<file path="src/tced_pkg.sv">
// shared types and constants of the two-car elevator dispatcher
`default_nettype none

package tced_pkg;

    // floor numbers and scan indexes are four bits wide
    localparam int FLOOR_W   = 4;
    localparam int CFG_IDX_W = 2;

    typedef logic [FLOOR_W-1:0] t_floor;

    // request function codes
    localparam logic [1:0] FUNC_CALL   = 2'd0;
    localparam logic [1:0] FUNC_TICK   = 2'd1;
    localparam logic [1:0] FUNC_EXPIRE = 2'd2;

    // configuration register indexes
    localparam logic [CFG_IDX_W-1:0] CFG_SPLIT  = 2'd0;
    localparam logic [CFG_IDX_W-1:0] CFG_HOME_A = 2'd1;
    localparam logic [CFG_IDX_W-1:0] CFG_HOME_B = 2'd2;

    // configuration reset values
    localparam t_floor SPLIT_RST  = 4'd4;
    localparam t_floor HOME_A_RST = 4'd1;
    localparam t_floor HOME_B_RST = 4'd6;

    // car heading codes
    localparam logic signed [1:0] DIR_IDLE = 2'sb00;
    localparam logic signed [1:0] DIR_UP   = 2'sb01;
    localparam logic signed [1:0] DIR_DN   = 2'sb11;

    typedef enum logic [2:0] {
        OUT_IGNORED,
        OUT_QUEUED,
        OUT_PASSING,
        OUT_MOVED,
        OUT_PAUSED,
        OUT_REACHED
    } t_outcome;

    typedef enum logic [3:0] {
        S_IDLE,
        S_CALL,
        S_TICK,
        S_EXP,
        S_XSCAN,
        S_XCHK,
        S_NSCAN,
        S_PICK,
        S_DONE
    } t_state;

    typedef enum logic [1:0] {
        TBL_NONE,
        TBL_INC,
        TBL_DEC
    } t_tbl_op;

    // one access to the call count tables
    typedef struct packed {
        t_tbl_op op;
        logic    car;
        logic    up;
        t_floor  floor;
    } t_tbl_req;

    // nonzero flags of the addressed up and down entries
    typedef struct packed {
        logic up_nz;
        logic dn_nz;
    } t_tbl_rsp;

    typedef struct packed {
        logic start;
        logic step;
    } t_scan_ctl;

    // lowest pending up floor and highest pending down floor
    typedef struct packed {
        logic   up_hit;
        t_floor up_floor;
        logic   dn_hit;
        t_floor dn_floor;
    } t_scan_res;

endpackage

`default_nettype wire

</file>
<file path="src/two_car_elevator_dispatcher.sv">
// top level of the two-car elevator dispatcher: sequencer, car state and configuration
`default_nettype none

// Dispatches hall calls between two cars and steps the cars on move ticks. One request is
// taken at a time: o_ready is high only while the block waits for a request, and each request
// gives exactly one result. A tick short of its target, a call to a busy car and an ignored
// call or expiry need no floor scan, and an unused function code goes straight to its
// result; a request that makes a car pick its next target (a call to an idle car, a tick
// that reaches the target) runs a floor scan of the call count tables, one floor per cycle,
// and an idle-return expiry that issues its call runs one or two such scans. The block is
// ready again in the cycle after the result transfer. Configuration writes are taken at any
// edge out of reset with i_cfg_we high and are meant for times when no request is in flight.
module two_car_elevator_dispatcher #(
    parameter int NUM_FLOORS  = 9,
    parameter int COUNT_WIDTH = 4
) (
    input  logic                              i_clk,
    input  logic                              i_rst_n,
    // request channel
    input  logic                              i_valid,
    output logic                              o_ready,
    input  logic [1:0]                        i_func,
    input  logic                              i_car_sel,
    input  tced_pkg::t_floor                  i_call_floor,
    input  logic                              i_going_up,
    // result channel
    output logic                              o_valid,
    input  logic                              i_ready,
    output tced_pkg::t_floor                  o_car_a_floor,
    output tced_pkg::t_floor                  o_car_b_floor,
    output tced_pkg::t_floor                  o_car_a_target,
    output tced_pkg::t_floor                  o_car_b_target,
    output logic                              o_car_a_moving,
    output logic                              o_car_b_moving,
    output logic signed [1:0]                 o_car_a_heading,
    output logic signed [1:0]                 o_car_b_heading,
    output logic                              o_assigned_car,
    output logic [2:0]                        o_outcome,
    // configuration write port
    input  logic                              i_cfg_we,
    input  logic [tced_pkg::CFG_IDX_W-1:0]    i_cfg_addr,
    input  tced_pkg::t_floor                  i_cfg_wdata
);
    import tced_pkg::*;

    localparam int FIDX_W = (NUM_FLOORS > 1) ? $clog2(NUM_FLOORS) : 1;
    localparam logic [FLOOR_W:0] NF = (FLOOR_W + 1)'(NUM_FLOORS);
    localparam t_floor TOP_FLOOR = FLOOR_W'(NUM_FLOORS - 1);
    localparam t_floor RST_POS_A = (int'(HOME_A_RST) < NUM_FLOORS) ? HOME_A_RST : TOP_FLOOR;
    localparam t_floor RST_POS_B = (int'(HOME_B_RST) < NUM_FLOORS) ? HOME_B_RST : TOP_FLOOR;

    // sequencer
    t_state r_state;
    t_state n_state;

    // request and result registers
    logic     r_csel, n_csel;
    t_floor   r_cf, n_cf;
    logic     r_cup, n_cup;
    logic     r_scar, n_scar;
    logic     r_who, n_who;
    t_outcome r_outcome, n_outcome;

    // car state
    t_floor                  r_pos   [2];
    t_floor                  n_pos   [2];
    t_floor                  r_tgt   [2];
    t_floor                  n_tgt   [2];
    logic signed [1:0]       r_dir   [2];
    logic signed [1:0]       n_dir   [2];
    logic                    r_busy  [2];
    logic                    n_busy  [2];
    logic [NUM_FLOORS-1:0]   r_mask  [2];
    logic [NUM_FLOORS-1:0]   n_mask  [2];
    logic                    r_armed [2];
    logic                    n_armed [2];

    // configuration
    t_floor r_split;
    t_floor r_home_a;
    t_floor r_home_b;

    // table and scan interfaces
    t_tbl_req  w_tbl_req;
    t_tbl_rsp  w_tbl_rsp;
    t_scan_ctl w_scan_ctl;
    t_scan_res w_sres;
    t_floor    w_scan_idx;
    logic      w_scan_last;

    // working values
    logic              w_car;
    logic              w_pref;
    logic              w_pref_busy;
    logic              w_choice;
    t_floor            w_da;
    t_floor            w_db;
    t_floor            w_pos;
    t_floor            w_tgt;
    logic signed [1:0] w_dir;
    logic              w_busy;
    logic [NUM_FLOORS-1:0] w_mask;
    logic              w_armed;
    logic [FIDX_W-1:0] w_pos_idx;
    logic [FIDX_W-1:0] w_cf_idx;
    logic              w_out_range;
    logic              w_pass;
    logic              w_stop;
    logic              w_empty;
    logic              w_pick_up;
    t_floor            w_pick_f;

    tced_tables #(
        .NUM_FLOORS  (NUM_FLOORS),
        .COUNT_WIDTH (COUNT_WIDTH)
    ) u_tables (
        .i_clk   (i_clk),
        .i_rst_n (i_rst_n),
        .i_req   (w_tbl_req),
        .o_rsp   (w_tbl_rsp)
    );

    tced_scan #(
        .NUM_FLOORS (NUM_FLOORS)
    ) u_scan (
        .i_clk   (i_clk),
        .i_rst_n (i_rst_n),
        .i_ctl   (w_scan_ctl),
        .i_rsp   (w_tbl_rsp),
        .o_idx   (w_scan_idx),
        .o_last  (w_scan_last),
        .o_res   (w_sres)
    );

    // car choice for a hall call: split floor, then idle car, then nearer car
    assign w_da = (r_pos[0] > r_cf) ? (r_pos[0] - r_cf) : (r_cf - r_pos[0]);
    assign w_db = (r_pos[1] > r_cf) ? (r_pos[1] - r_cf) : (r_cf - r_pos[1]);
    assign w_pref      = (r_cf > r_split);
    assign w_pref_busy = w_pref ? r_busy[1] : r_busy[0];

    always_comb begin
        if (w_pref_busy) begin
            if (!r_busy[0] && r_busy[1]) begin
                w_choice = 1'b0;
            end else if (r_busy[0] && !r_busy[1]) begin
                w_choice = 1'b1;
            end else begin
                w_choice = (w_da > w_db);
            end
        end else begin
            w_choice = w_pref;
        end
    end

    // car that the current step works on
    always_comb begin
        case (r_state)
            S_CALL:                 w_car = w_choice;
            S_TICK, S_EXP, S_XCHK:  w_car = r_csel;
            default:                w_car = r_scar;
        endcase
    end

    assign w_pos     = r_pos[w_car];
    assign w_tgt     = r_tgt[w_car];
    assign w_dir     = r_dir[w_car];
    assign w_busy    = r_busy[w_car];
    assign w_mask    = r_mask[w_car];
    assign w_armed   = r_armed[w_car];
    assign w_pos_idx = w_pos[FIDX_W-1:0];
    assign w_cf_idx  = r_cf[FIDX_W-1:0];

    assign w_out_range = ({1'b0, r_cf} >= NF);
    assign w_stop      = w_mask[w_pos_idx];

    // call in the direction of travel strictly between car and target
    assign w_pass = ((w_dir == DIR_UP) && r_cup && (r_cf > w_pos) && (r_cf < w_tgt)) ||
                    ((w_dir == DIR_DN) && !r_cup && (r_cf < w_pos) && (r_cf > w_tgt));

    // next target selection from the scan result
    assign w_empty   = !w_sres.up_hit && !w_sres.dn_hit;
    assign w_pick_up = (w_dir == DIR_UP) ? w_sres.up_hit : !w_sres.dn_hit;
    assign w_pick_f  = w_pick_up ? w_sres.up_floor : w_sres.dn_floor;

    // next state
    always_comb begin
        n_state = r_state;
        case (r_state)
            S_IDLE: begin
                if (i_valid) begin
                    case (i_func)
                        FUNC_CALL:   n_state = S_CALL;
                        FUNC_TICK:   n_state = S_TICK;
                        FUNC_EXPIRE: n_state = S_EXP;
                        default:     n_state = S_DONE;
                    endcase
                end
            end
            S_CALL: begin
                if (w_out_range || w_busy) begin
                    n_state = S_DONE;
                end else begin
                    n_state = S_NSCAN;
                end
            end
            S_TICK: begin
                if (w_busy && !w_stop && (w_pos == w_tgt)) begin
                    n_state = S_NSCAN;
                end else begin
                    n_state = S_DONE;
                end
            end
            S_EXP: begin
                if (w_armed && !w_busy && (w_dir == DIR_IDLE)) begin
                    n_state = S_XSCAN;
                end else begin
                    n_state = S_DONE;
                end
            end
            S_XSCAN: begin
                if (w_scan_last) begin
                    n_state = S_XCHK;
                end
            end
            S_XCHK: begin
                n_state = w_empty ? S_CALL : S_DONE;
            end
            S_NSCAN: begin
                if (w_scan_last) begin
                    n_state = S_PICK;
                end
            end
            S_PICK: begin
                n_state = S_DONE;
            end
            S_DONE: begin
                if (i_ready) begin
                    n_state = S_IDLE;
                end
            end
            default: begin
                n_state = S_IDLE;
            end
        endcase
    end

    // scan control: start on entry, one floor per cycle while scanning
    assign w_scan_ctl.step  = (r_state == S_NSCAN) || (r_state == S_XSCAN);
    assign w_scan_ctl.start = ((n_state == S_NSCAN) || (n_state == S_XSCAN)) &&
                              !w_scan_ctl.step;

    // datapath updates, table accesses and result
    always_comb begin
        n_csel    = r_csel;
        n_cf      = r_cf;
        n_cup     = r_cup;
        n_scar    = r_scar;
        n_who     = r_who;
        n_outcome = r_outcome;
        n_pos     = r_pos;
        n_tgt     = r_tgt;
        n_dir     = r_dir;
        n_busy    = r_busy;
        n_mask    = r_mask;
        n_armed   = r_armed;

        w_tbl_req.op    = TBL_NONE;
        w_tbl_req.car   = r_scar;
        w_tbl_req.up    = 1'b0;
        w_tbl_req.floor = w_scan_idx;

        case (r_state)
            S_IDLE: begin
                if (i_valid) begin
                    n_csel    = i_car_sel;
                    n_cf      = i_call_floor;
                    n_cup     = i_going_up;
                    n_who     = 1'b0;
                    n_outcome = OUT_IGNORED;
                end
            end
            S_CALL: begin
                if (!w_out_range) begin
                    n_who     = w_car;
                    n_outcome = OUT_QUEUED;
                    if (w_busy && w_pass) begin
                        n_mask[w_car][w_cf_idx] = 1'b1;
                        n_outcome               = OUT_PASSING;
                    end else begin
                        w_tbl_req.op    = TBL_INC;
                        w_tbl_req.car   = w_car;
                        w_tbl_req.up    = r_cup;
                        w_tbl_req.floor = r_cf;
                        if (!w_busy) begin
                            n_dir[w_car] = r_cup ? DIR_UP : DIR_DN;
                            n_scar       = w_car;
                        end
                    end
                end
            end
            S_TICK: begin
                if (w_busy) begin
                    if (w_stop) begin
                        n_mask[w_car][w_pos_idx] = 1'b0;
                        n_outcome                = OUT_PAUSED;
                    end else if (w_pos == w_tgt) begin
                        n_busy[w_car] = 1'b0;
                        n_scar        = w_car;
                        n_outcome     = OUT_REACHED;
                    end else begin
                        n_pos[w_car] = (w_tgt > w_pos) ? (w_pos + 1'b1) : (w_pos - 1'b1);
                        n_outcome    = OUT_MOVED;
                    end
                end
            end
            S_EXP: begin
                // an expiry always disarms its car
                n_armed[w_car] = 1'b0;
                n_scar         = w_car;
            end
            S_XCHK: begin
                // no pending calls: issue a down call at the home floor
                n_cf  = w_car ? r_home_b : r_home_a;
                n_cup = 1'b0;
            end
            S_PICK: begin
                n_armed[w_car] = 1'b0;
                if (w_empty) begin
                    n_busy[w_car]  = 1'b0;
                    n_dir[w_car]   = DIR_IDLE;
                    n_armed[w_car] = 1'b1;
                end else begin
                    w_tbl_req.op    = TBL_DEC;
                    w_tbl_req.car   = w_car;
                    w_tbl_req.up    = w_pick_up;
                    w_tbl_req.floor = w_pick_f;
                    n_tgt[w_car]    = w_pick_f;
                    n_busy[w_car]   = 1'b1;
                    n_dir[w_car]    = w_pick_up ? DIR_UP : DIR_DN;
                end
            end
            default: begin
                n_outcome = r_outcome;
            end
        endcase
    end

    // control and car state
    always_ff @(posedge i_clk) begin
        if (!i_rst_n) begin
            r_state    <= S_IDLE;
            r_pos[0]   <= RST_POS_A;
            r_pos[1]   <= RST_POS_B;
            r_tgt      <= '{default: '0};
            r_dir      <= '{default: DIR_IDLE};
            r_busy     <= '{default: 1'b0};
            r_mask     <= '{default: '0};
            r_armed    <= '{default: 1'b0};
            r_split    <= SPLIT_RST;
            r_home_a   <= HOME_A_RST;
            r_home_b   <= HOME_B_RST;
        end else begin
            r_state <= n_state;
            r_pos   <= n_pos;
            r_tgt   <= n_tgt;
            r_dir   <= n_dir;
            r_busy  <= n_busy;
            r_mask  <= n_mask;
            r_armed <= n_armed;
            if (i_cfg_we) begin
                case (i_cfg_addr)
                    CFG_SPLIT:  r_split  <= i_cfg_wdata;
                    CFG_HOME_A: r_home_a <= i_cfg_wdata;
                    CFG_HOME_B: r_home_b <= i_cfg_wdata;
                    default:    r_split  <= r_split;
                endcase
            end
        end
    end

    // request and result payload
    always_ff @(posedge i_clk) begin
        r_csel    <= n_csel;
        r_cf      <= n_cf;
        r_cup     <= n_cup;
        r_scar    <= n_scar;
        r_who     <= n_who;
        r_outcome <= n_outcome;
    end

    // handshake and result ports
    assign o_ready         = (r_state == S_IDLE);
    assign o_valid         = (r_state == S_DONE);
    assign o_car_a_floor   = r_pos[0];
    assign o_car_b_floor   = r_pos[1];
    assign o_car_a_target  = r_tgt[0];
    assign o_car_b_target  = r_tgt[1];
    assign o_car_a_moving  = r_busy[0];
    assign o_car_b_moving  = r_busy[1];
    assign o_car_a_heading = r_dir[0];
    assign o_car_b_heading = r_dir[1];
    assign o_assigned_car  = r_who;
    assign o_outcome       = r_outcome;

endmodule

`default_nettype wire

</file>
<file path="src/tced_tables.sv">
// per-car up and down call count tables with saturating increment and plain decrement
`default_nettype none

module tced_tables #(
    parameter int NUM_FLOORS  = 9,
    parameter int COUNT_WIDTH = 4
) (
    input  logic               i_clk,
    input  logic               i_rst_n,
    input  tced_pkg::t_tbl_req i_req,
    output tced_pkg::t_tbl_rsp o_rsp
);
    import tced_pkg::*;

    localparam int FIDX_W = (NUM_FLOORS > 1) ? $clog2(NUM_FLOORS) : 1;
    localparam logic [COUNT_WIDTH-1:0] CNT_MAX = {COUNT_WIDTH{1'b1}};

    logic [COUNT_WIDTH-1:0] r_up_cnt [2][NUM_FLOORS];
    logic [COUNT_WIDTH-1:0] r_dn_cnt [2][NUM_FLOORS];

    logic [FIDX_W-1:0]      w_fidx;
    logic [COUNT_WIDTH-1:0] w_up_rd;
    logic [COUNT_WIDTH-1:0] w_dn_rd;
    logic [COUNT_WIDTH-1:0] w_sel;
    logic [COUNT_WIDTH-1:0] n_sel;
    logic                   w_wr;

    // read both tables at the requested car and floor
    assign w_fidx  = i_req.floor[FIDX_W-1:0];
    assign w_up_rd = r_up_cnt[i_req.car][w_fidx];
    assign w_dn_rd = r_dn_cnt[i_req.car][w_fidx];

    assign o_rsp.up_nz = |w_up_rd;
    assign o_rsp.dn_nz = |w_dn_rd;

    // update of the selected entry
    always_comb begin
        w_sel = i_req.up ? w_up_rd : w_dn_rd;
        n_sel = w_sel;
        w_wr  = 1'b0;
        case (i_req.op)
            TBL_INC: begin
                if (w_sel != CNT_MAX) begin
                    n_sel = w_sel + 1'b1;
                    w_wr  = 1'b1;
                end
            end
            TBL_DEC: begin
                n_sel = w_sel - 1'b1;
                w_wr  = 1'b1;
            end
            default: begin
                w_wr = 1'b0;
            end
        endcase
    end

    always_ff @(posedge i_clk) begin
        if (!i_rst_n) begin
            for (int c = 0; c < 2; c++) begin
                for (int f = 0; f < NUM_FLOORS; f++) begin
                    r_up_cnt[c][f] <= '0;
                    r_dn_cnt[c][f] <= '0;
                end
            end
        end else if (w_wr) begin
            if (i_req.up) begin
                r_up_cnt[i_req.car][w_fidx] <= n_sel;
            end else begin
                r_dn_cnt[i_req.car][w_fidx] <= n_sel;
            end
        end
    end

endmodule

`default_nettype wire

</file>
<file path="src/tced_scan.sv">
// floor scan unit: walks one floor per cycle and finds the next pending targets
`default_nettype none

module tced_scan #(
    parameter int NUM_FLOORS = 9
) (
    input  logic                i_clk,
    input  logic                i_rst_n,
    input  tced_pkg::t_scan_ctl i_ctl,
    input  tced_pkg::t_tbl_rsp  i_rsp,
    output tced_pkg::t_floor    o_idx,
    output logic                o_last,
    output tced_pkg::t_scan_res o_res
);
    import tced_pkg::*;

    localparam t_floor LAST_IDX = FLOOR_W'(NUM_FLOORS - 1);

    t_floor    r_idx;
    t_floor    n_idx;
    t_scan_res r_res;
    t_scan_res n_res;

    // first up hit is the lowest, last down hit is the highest
    always_comb begin
        n_idx = r_idx;
        n_res = r_res;
        if (i_ctl.start) begin
            n_idx = '0;
            n_res = '0;
        end else if (i_ctl.step) begin
            if (i_rsp.up_nz && !r_res.up_hit) begin
                n_res.up_hit   = 1'b1;
                n_res.up_floor = r_idx;
            end
            if (i_rsp.dn_nz) begin
                n_res.dn_hit   = 1'b1;
                n_res.dn_floor = r_idx;
            end
            n_idx = r_idx + 1'b1;
        end
    end

    always_ff @(posedge i_clk) begin
        if (!i_rst_n) begin
            r_idx <= '0;
            r_res <= '0;
        end else begin
            r_idx <= n_idx;
            r_res <= n_res;
        end
    end

    assign o_idx  = r_idx;
    assign o_last = (r_idx == LAST_IDX);
    assign o_res  = r_res;

endmodule

`default_nettype wire

</file>
<file path="config.mk">
export PLATFORM = sky130hd
export DESIGN_NAME = two_car_elevator_dispatcher
export DESIGN_NICKNAME = d
export VERILOG_FILES = /design/src/tced_pkg.sv /design/src/two_car_elevator_dispatcher.sv /design/src/tced_tables.sv /design/src/tced_scan.sv
export SDC_FILE = /design/constraint.sdc
export NUM_CORES = 1
export LEC_CHECK = 0
export ABC_AREA = 1
export BUFFER_PORTS_ARGS = -buffer_cell sky130_fd_sc_hd__buf_2
export CAP_MARGIN = 20
export CORE_ASPECT_RATIO = 1.75
export CORE_MARGIN = 2
export CORE_UTILIZATION = 45
export DETAILED_ROUTE_END_ITERATION = 16
export PLACE_DENSITY = 0.71
export SYNTH_ARGS = -nofsm -noshare
export SYNTH_HDL_FRONTEND = slang
export SYNTH_SLANG_ARGS = --single-unit
</file>
<file path="constraint.sdc">
create_clock -name i_clk -period 14.2 [get_ports i_clk]
set_input_delay 0 -clock i_clk [delete_from_list [all_inputs] [get_ports i_clk]]
set_output_delay 0 -clock i_clk [all_outputs]
set_load 0.01 [all_outputs]
</file>
==> results.yml, run 1 <==
run_status:
  status: "finished, final reports clean"
synth:
  syn_area_per_cell_sq_um: 7.94
  synth_fp_nets: 1698
  yosysUniqueCellTypes: 60
  netlist_area_sq_um: 13000
  netlist_instances: 1637
  yosysWarnings: 0
  ys_ff_latch: 227
  synth_seq_area_share_pct: 46.9
clock_tree:
  clkSlewWorstSetupHoldPaths_ps: 60
  post_cts_buffers: 0
  clk_path_buf_depth: 3
  cts_buffers: 21
  root_buffer: "clkbuf_16"
  cts_tree: "done"
  clkSinkCount: 227
  cts_max_level: 1
  insertion_delay_ps: 530
  postCtsHoldBufs: 25
  ctsResizeCount: 0
pwr:
  power_frac_comb_pct: 21.4
  seq_power_share_pct: 46.4
  p_int_mw: 1.09
  p_sw_uw: 507
  power.leakage_nw: 6.38
  power_density_nw_per_um2: 112
  clockPowerShare_pct: 32.2
  ir_worst_vdd_v: 0.0000675
  p_sw_share_pct: 31.7
sta:
  drv_slew: 0
  maxSlewHeadroom_pct: 28.9
  fin_crit_ps: 11070
  rsz0062_at_grt: "false"
  timing.final.crit_share_pct: 77.9
  hold_viol: 0
  whs_ps: 76.1
  fmax_ghz: 0.0903
  tns_ps: 0
  worst_clock_skew_ps: 24.9
  finalSetupViolations: 0
  worstMarginPinSlew_ps: 1070
worst_setup_path:
  r2r_slack_ps: 3130
  crit_path_max_fanout: 111
  required_ps: 14420
  path_class: "reg2reg"
  path_common_cell: "nand2_1"
  start_kind: "flop"
  regToRegEndpoint: "u_tables.r_up_cnt[1][12]$_DFFE_PP_"
  reg2reg_from: "r_cf[1]$_DFFE_PP_"
  crit_arrival_ps: 11290
  r2r_cells: 50
  cpPeakStageDelay_ps: 850
  slowest_stage: "buf_4"
  end_kind: "flop"
global_routing:
  antenna_found_initial: 0
  grt_max_degree: 112
  overflow: 0
  grt_pass1_wl_um: 58300
  first_global_vias: 11500
  grtUsageTotal_pct: 24.5
routing:
  ant_nets: 0
  via_per_inst: 5.51
  met2_length_um: 19700
  drc: 0
  wl_met3_um: 1830
  route.vias.total: 11400
  drt_iter0_markers: 948
  wirelength_um: 37400
  wl_per_cell_um: 18.0
  met1Wirelength_um: 12700
  dr.pass1.iters: 8
  routed.top_layer: "met4"
hold_path:
  worstHoldStart: "i_valid"
  hold_path.class: "in2reg"
  holdPathEnd: "o_outcome[1]$_SDFFCE_PP0P_"
  whs_path_depth: 3
placement:
  dp_hpwl_um: 27400
  port_buffers: 46
  gp_congestion: 0.954
floorplan:
  core-area_sq_um: 28500
  rows: 82
  ioPinCount: 47
  die_height_um: 229
  start_util_pct: 45.6
  dieArea_sq_um: 30300
  die_w_um: 132
layout:
  finalNetCount: 1747
  area_growth_pct: 10.1
  antenna_cells: 0
  drive_gt1_share_pct: 8.36
  fillCellCount: 2867
run:
  cap_violations: 0
==> cell usage after synthesis (all sizes together) <==
library cell / instances / area, sq um
o21a: 3 / 22.5
ha: 38 / 475
o21ai: 137 / 693
buf: 30 / 214
edfxtp: 155 / 4650
nor4: 1 / 6.26
nand3: 91 / 518
nor3: 22 / 115
nor2: 261 / 1030
xnor2: 1 / 8.76
xor2: 8 / 70.1
and3: 9 / 56.3
a21boi: 1 / 7.51
nand3b: 18 / 135
o2111ai: 2 / 17.5
a31o: 8 / 70.1
fa: 4 / 80.1
clkbuf: 20 / 76.3
inv: 217 / 817
o221ai: 5 / 43.8
a21oi: 48 / 263
a22oi: 1 / 7.51
mux2i: 3 / 30.0
o211ai: 16 / 125
dfxtp: 72 / 1440
o41ai: 1 / 16.3
o31ai: 4 / 35.0
a221o: 1 / 10.0
a311oi: 1 / 8.76
or2: 3 / 18.8
o211a: 2 / 20.0
a31oi: 1 / 6.26
nand2: 404 / 1580
a211oi: 10 / 75.1
clkinv: 4 / 15.0
o311ai: 1 / 8.76
a221oi: 2 / 17.5
nand4: 27 / 169
o22ai: 2 / 12.5
o21bai: 1 / 7.51
nor3b: 2 / 15.0
==> per-stage QoR <==
step | utilization [%] | setup WS (ps) | area [sq um] | total power, mW | std cells
3_5_place_dp | 47.2 | 3310 | 13500 | 1.09 | 2016
6_report | 50.2 | 3130 | 14300 | 1.60 | 2076
2_1_floorplan | - | 6060 | 13000 | 0.995 | 1637
4_1_cts | 50.2 | 3280 | 14300 | 1.60 | 2076
5_1_grt | 50.2 | 2250 | 14300 | 1.67 | 2076
3_3_place_gp | 47.2 | 3560 | 13500 | 1.08 | 2016
==> how the worst max path moves through the flow <==
stage | from | to | slack (ps) | depth (start not counted)
finish | r_cf[1]$_DFFE_PP_ | u_tables.r_up_cnt[1][12]$_DFFE_PP_ | 3130 | 50
global route | r_cf[1]$_DFFE_PP_ | u_tables.r_up_cnt[1][13]$_DFFE_PP_ | 2250 | 51
CTS | r_cf[1]$_DFFE_PP_ | u_tables.r_up_cnt[1][2]$_DFFE_PP_ | 3280 | 50
detailed placement | r_cf[1]$_DFFE_PP_ | u_tables.r_up_cnt[1][14]$_DFFE_PP_ | 3310 | 50
global placement | r_cf[1]$_DFFE_PP_ | u_tables.r_dn_cnt[1][14]$_DFFE_PP_ | 3560 | 53
floorplan | r_cf[1]$_DFFE_PP_ | u_tables.r_dn_cnt[0][10]$_SDFFCE_PN0P_ | 6060 | 57
==> layer usage <==
metal | track usage, % | vias up
met2 | 46.6 | 455
met4 | 18.9 | 0
li1 | - | 5490
met5 | 0 | -
met1 | 23.2 | 5309
met3 | 3.19 | 176
==> sequential cells by signal (all words and copies together), names as in the netlist, named ones only <==
name,flops
o_assigned_car,1
o_car_a_floor,4
o_car_a_heading,1
o_car_a_target,4
o_car_b_floor,4
o_car_b_heading,1
o_car_b_target,4
o_outcome,3
r_cf,4
r_csel,1
r_cup,1
r_home_a,4
r_home_b,4
r_mask,18
r_scar,1
r_split,4
r_state,4
u_scan.o_idx,4
u_scan.o_res,10
u_tables.r_dn_cnt,72
u_tables.r_up_cnt,72
==> layout by cell type, fill, tap and decap left out, types with 4 or more instances in the layout <==
| cell type | count |
|---|---|
| nand2_1 | 389 |
| nor2_1 | 252 |
| inv_1 | 209 |
| edfxtp_1 | 155 |
| o21ai_0 | 115 |
| nand3_1 | 80 |
| dfxtp_1 | 72 |
| a21oi_1 | 46 |
| buf_2 | 46 |
| ha_1 | 38 |
| nand4_1 | 27 |
| dlygate4sd3_1 | 25 |
| nor3_1 | 21 |
| clkbuf_16 | 21 |
| o21ai_1 | 20 |
| nand3b_1 | 18 |
| o211ai_1 | 15 |
| nand3_2 | 10 |
| a211oi_1 | 10 |
| and3_1 | 9 |
| nand2_2 | 8 |
| xor2_1 | 8 |
| clkinv_1 | 8 |
| a31o_2 | 8 |
| inv_2 | 7 |
| nand2_4 | 7 |
| nor2_2 | 5 |
| o221ai_1 | 5 |
| buf_4 | 5 |
| fa_1 | 4 |
==> power by group through the flow <==
stage	clock network [mW]	logic [mW]	registers, mW
2_1_floorplan	0	0.243	0.752
3_3_place_gp	0	0.328	0.756
3_5_place_dp	0	0.332	0.756
4_1_cts	0.525	0.338	0.742
5_1_grt	0.546	0.380	0.744
6_report	0.515	0.343	0.742
==> worst max-delay path: cells and delay by family (launching register included) <==
kind	cells	cell delay [ps]
simple gates	29	3790
mux	1	290
buf+inv	6	2410
flops	1	650
compound gates	9	2300
xor+xnor	1	180
fa+ha+maj	4	1120
==> logic make-up (layout without fill, tap and decap cells) <==
group,after synthesis,after routing,synth area share (%)
and+or+nand+nor,838,838,28.1
DFF,227,227,46.9
muxes,3,3,0.231
adders and majority gates,42,42,4.27
xor gates and xnor gates,9,9,0.606
buffers and inverters,271,332,8.63
AOI/OAI and AO/OA,247,247,11.3
==> cell type report <==
cell class / instances / area (sq um) / share of cell area [%]
tap: 378 / 473 / 3.31
clock inverter: 12 / 70.1 / 0.490
clock buffer: 23 / 533 / 3.73
multi-input combinational: 1139 / 5790 / 40.4
sequential: 227 / 6100 / 42.6
timing repair buffer: 76 / 518 / 3.62
inverter: 221 / 832 / 5.82
No activity file was read; power rests on OpenSTA's default activity.
==> run 2, diff against run 1 <==
- ABC_AREA: 1 -> 0
- PLACE_DENSITY: 0.71 -> 0.73
- clock period: 14.2 -> 9.2 ns (I/O delays scaled with it)
==> run 2 against run 1 <==
- clock power is 75% higher
- critical path type unchanged
- combinational power grew 74%
- highest routed layer unchanged
- routed wire length rose by 12%
- register-to-register slack got worse by 2700 ps
- fmax is 27% higher
==> results.yml, run 2 <==
worst_setup_path:
  crit_path_max_fanout: 11
  regToRegEndpoint: "u_tables.r_up_cnt[1][21]$_DFFE_PP_"
  start_kind: "flop"
  r2r_slack_ps: 470
  end_kind: "flop"
  r2r_cells: 35
  slowest_stage: "or4_1"
  cp_top_family: "compound AO/OA/AOI/OAI gates"
  reg2reg_from: "r_cf[0]$_DFFE_PP_"
  path_buf_inv: 6
  crit_start: "r_cf[0]$_DFFE_PP_"
  crit_arrival_ps: 9000
  cpPeakStageDelay_ps: 560
  path_class: "reg2reg"
  required_ps: 9470
sta:
  tns_ps: 0
  timing.final.crit_share_pct: 94.9
  whs_ps: 16.5
  hold_viol: 0
  setup_ws_ps: 472
  fmax_ghz: 0.115
  maxSlewHeadroom_pct: 36.6
  worstMarginPinSlew_ps: 936
  finalSetupViolations: 0
  fin_crit_ps: 8730
  drv_slew: 0
  worst_clock_skew_ps: 31.4
routing:
  ant_nets: 0
  wirelength_um: 41800
  wl_per_cell_um: 23.0
  route.vias.total: 11200
  drc: 0
  drt_iter0_markers: 1155
  wl_met3_um: 2340
  met1Wirelength_um: 13500
  met2_length_um: 21500
  via_per_inst: 6.17
  routed.top_layer: "met4"
  dr.pass1.iters: 6
clock_tree:
  clkSinkCount: 227
  cts_buffers: 22
  insertion_delay_ps: 550
  root_buffer: "clkbuf_16"
  clk_path_buf_depth: 3
  cts_max_level: 1
  cts_tree: "done"
  clkSlewWorstSetupHoldPaths_ps: 70
hold_path:
  worstHoldStart: "i_cfg_we"
  whs_path_depth: 4
  hold_path.class: "in2reg"
  holdPathEnd: "r_home_a[0]$_SDFFE_PN1P_"
placement:
  gp_congestion: 0.981
  port_buffers: 46
  dp_hpwl_um: 30700
  dpl_worst_slack_ps: -6.74
synth:
  synth_edf_count: 155
  synth_seq_area_share_pct: 47.0
  netlist_instances: 1349
  netlist_area_sq_um: 13000
  synth_fp_nets: 1410
  ys_async_sr_fraction_pct: 0
  syn_area_per_cell_sq_um: 9.61
  yosys.cell_count.top_type: "nand2_1"
  ys_ff_latch: 227
  netlist.top_cell.by_area: "edfxtp_1"
  ys.flop_type: "edfxtp_1"
  ys_top_cells_by_count: "nand2_1 (212), edfxtp_1 (155), nor2_1 (107)"
  yosysWarnings: 0
  synth_area_leaders: "edfxtp_1 (36%), dfxtp_1 (11%), nand2_1 (6.1%)"
  yosysUniqueCellTypes: 93
  synth_top_area_share_pct: 35.9
floorplan:
  dieArea_sq_um: 30200
  rows: 82
  die_height_um: 229
  ioPinCount: 47
  core-area_sq_um: 28500
  start_util_pct: 45.4
  die_w_um: 132
pwr:
  power_mw: 2.65
  power.leakage_nw: 5.71
  clockPowerShare_pct: 34.1
  power_density_nw_per_um2: 178
  ir_worst_vdd_v: 0.000147
  p_int_mw: 1.82
  power_frac_comb_pct: 22.6
  p_sw_uw: 824
  p_sw_share_pct: 31.1
  seq_power_share_pct: 43.4
run:
  cap_violations: 0
global_routing:
  antenna_found_initial: 0
  overflow: 0
  first_global_vias: 11400
  grtUsageTotal_pct: 27.1
  grt_max_degree: 67
  grt_pass1_wl_um: 63300
layout:
  finalNetCount: 1485
  area_growth_pct: 14.7
  fillCellCount: 2590
  antenna_cells: 0
  drive_gt1_share_pct: 15.6
  final_cell_mix: "nand2_1 (212), edfxtp_1 (155), nor2_1 (104)"
  largestRegisters: "u_tables.r_dn_cnt x72, u_tables.r_up_cnt x72, r_mask x18"
  layout_commonest_cell: "nand2_1"
run_status:
  status: "finished, final reports clean"
run 2: changes by cell type in the layout (fill, tap and decap cells not counted), moves of 39 or more:
cell	change
inv_1	-172
nor2_1	-148
mux2i_1	+55
nand3_1	-45
buf_4	+51
o21ai_0	-64
nand2_1	-177
nor3_1	+39
run 2: kinds of logic (layout without fill, tap and decap cells):
group                      after synthesis  count (layout)  share of synthesized area, %
adders and majority gates               42              42                          4.29
AOI/OAI and AO/OA                      307             307                          16.9
xor gates and xnor gates                12              12                         0.811
DFF                                    227             227                          47.0
and+or+nand+nor                        577             577                          21.5
buffers and inverters                  117             206                          4.26
muxes                                   67              67                          5.28
run 2: worst max path at each step:
stage / end / slack [ps] / depth (start not counted)
2_1_floorplan: u_tables.r_up_cnt[1][10]$_DFFE_PP_ / 210 / 40
3_3_place_gp: u_tables.r_dn_cnt[1][4]$_DFFE_PP_ / 270 / 39
3_5_place_dp: u_tables.r_dn_cnt[1][11]$_DFFE_PP_ / -7 / 34
4_1_cts: u_tables.r_up_cnt[1][14]$_DFFE_PP_ / 20 / 36
5_1_grt: u_tables.r_dn_cnt[0][25]$_SDFFCE_PN0P_ / -40 / 40
6_report: u_tables.r_up_cnt[1][21]$_DFFE_PP_ / 470 / 35
run 2: layout make-up:
cell class | instances | area [sq um] | area share (%)
clock inverters | 15 | 143 | 0.960
multi-input cells | 1005 | 6500 | 43.7
inverters | 41 | 154 | 1.04
clock buffers | 23 | 554 | 3.73
flip-flops and latches | 227 | 6100 | 41.0
well taps | 378 | 473 | 3.18
repair buffers | 127 | 942 | 6.34
run 2: metrics by stage:
step / utilization, % / instances / instance area [sq um]
floorplan: - / 1349 / 13000
global placement: 48.2 / 1754 / 13800
finish: 52.1 / 1816 / 14900
detailed placement: 48.2 / 1754 / 13800
CTS: 51.4 / 1812 / 14700
global route: 52.1 / 1816 / 14900
run 2: what timing repair did:
action,CTS,global route
endpoints found under the setup margin,26,288
setup buffers,0,4
pin swaps,1,1
gates resized for setup,2,50
hold buffers,20,0
hold endpoints to repair,24,0
run 2: worst reg2reg max path: cells and delay by family (launching register included):
kind	cells	cell delay, ps
AO/OA/AOI/OAI	15	3340
AND/OR/NAND/NOR	8	2210
adder cells (fa/ha/maj)	5	1380
buffers and inverters	6	880
flip-flops	1	460
XOR/XNOR	1	210
run 2: power by group through the flow:
stage	sequential (mW)	clock [mW]	combinational, mW
final	1.15	0.901	0.597
after global routing	1.15	0.942	0.638
after CTS	1.15	0.907	0.565
after detailed placement	1.17	0	0.556
after global placement	1.17	0	0.548
after floorplan	1.16	0	0.388
run 2: per-layer routing:
layer	vias up	global-route usage, %
met1	5319	25.5
met2	530	49.5
met5	-	0
met3	236	4.39
met4	0	24.5
li1	5118	-
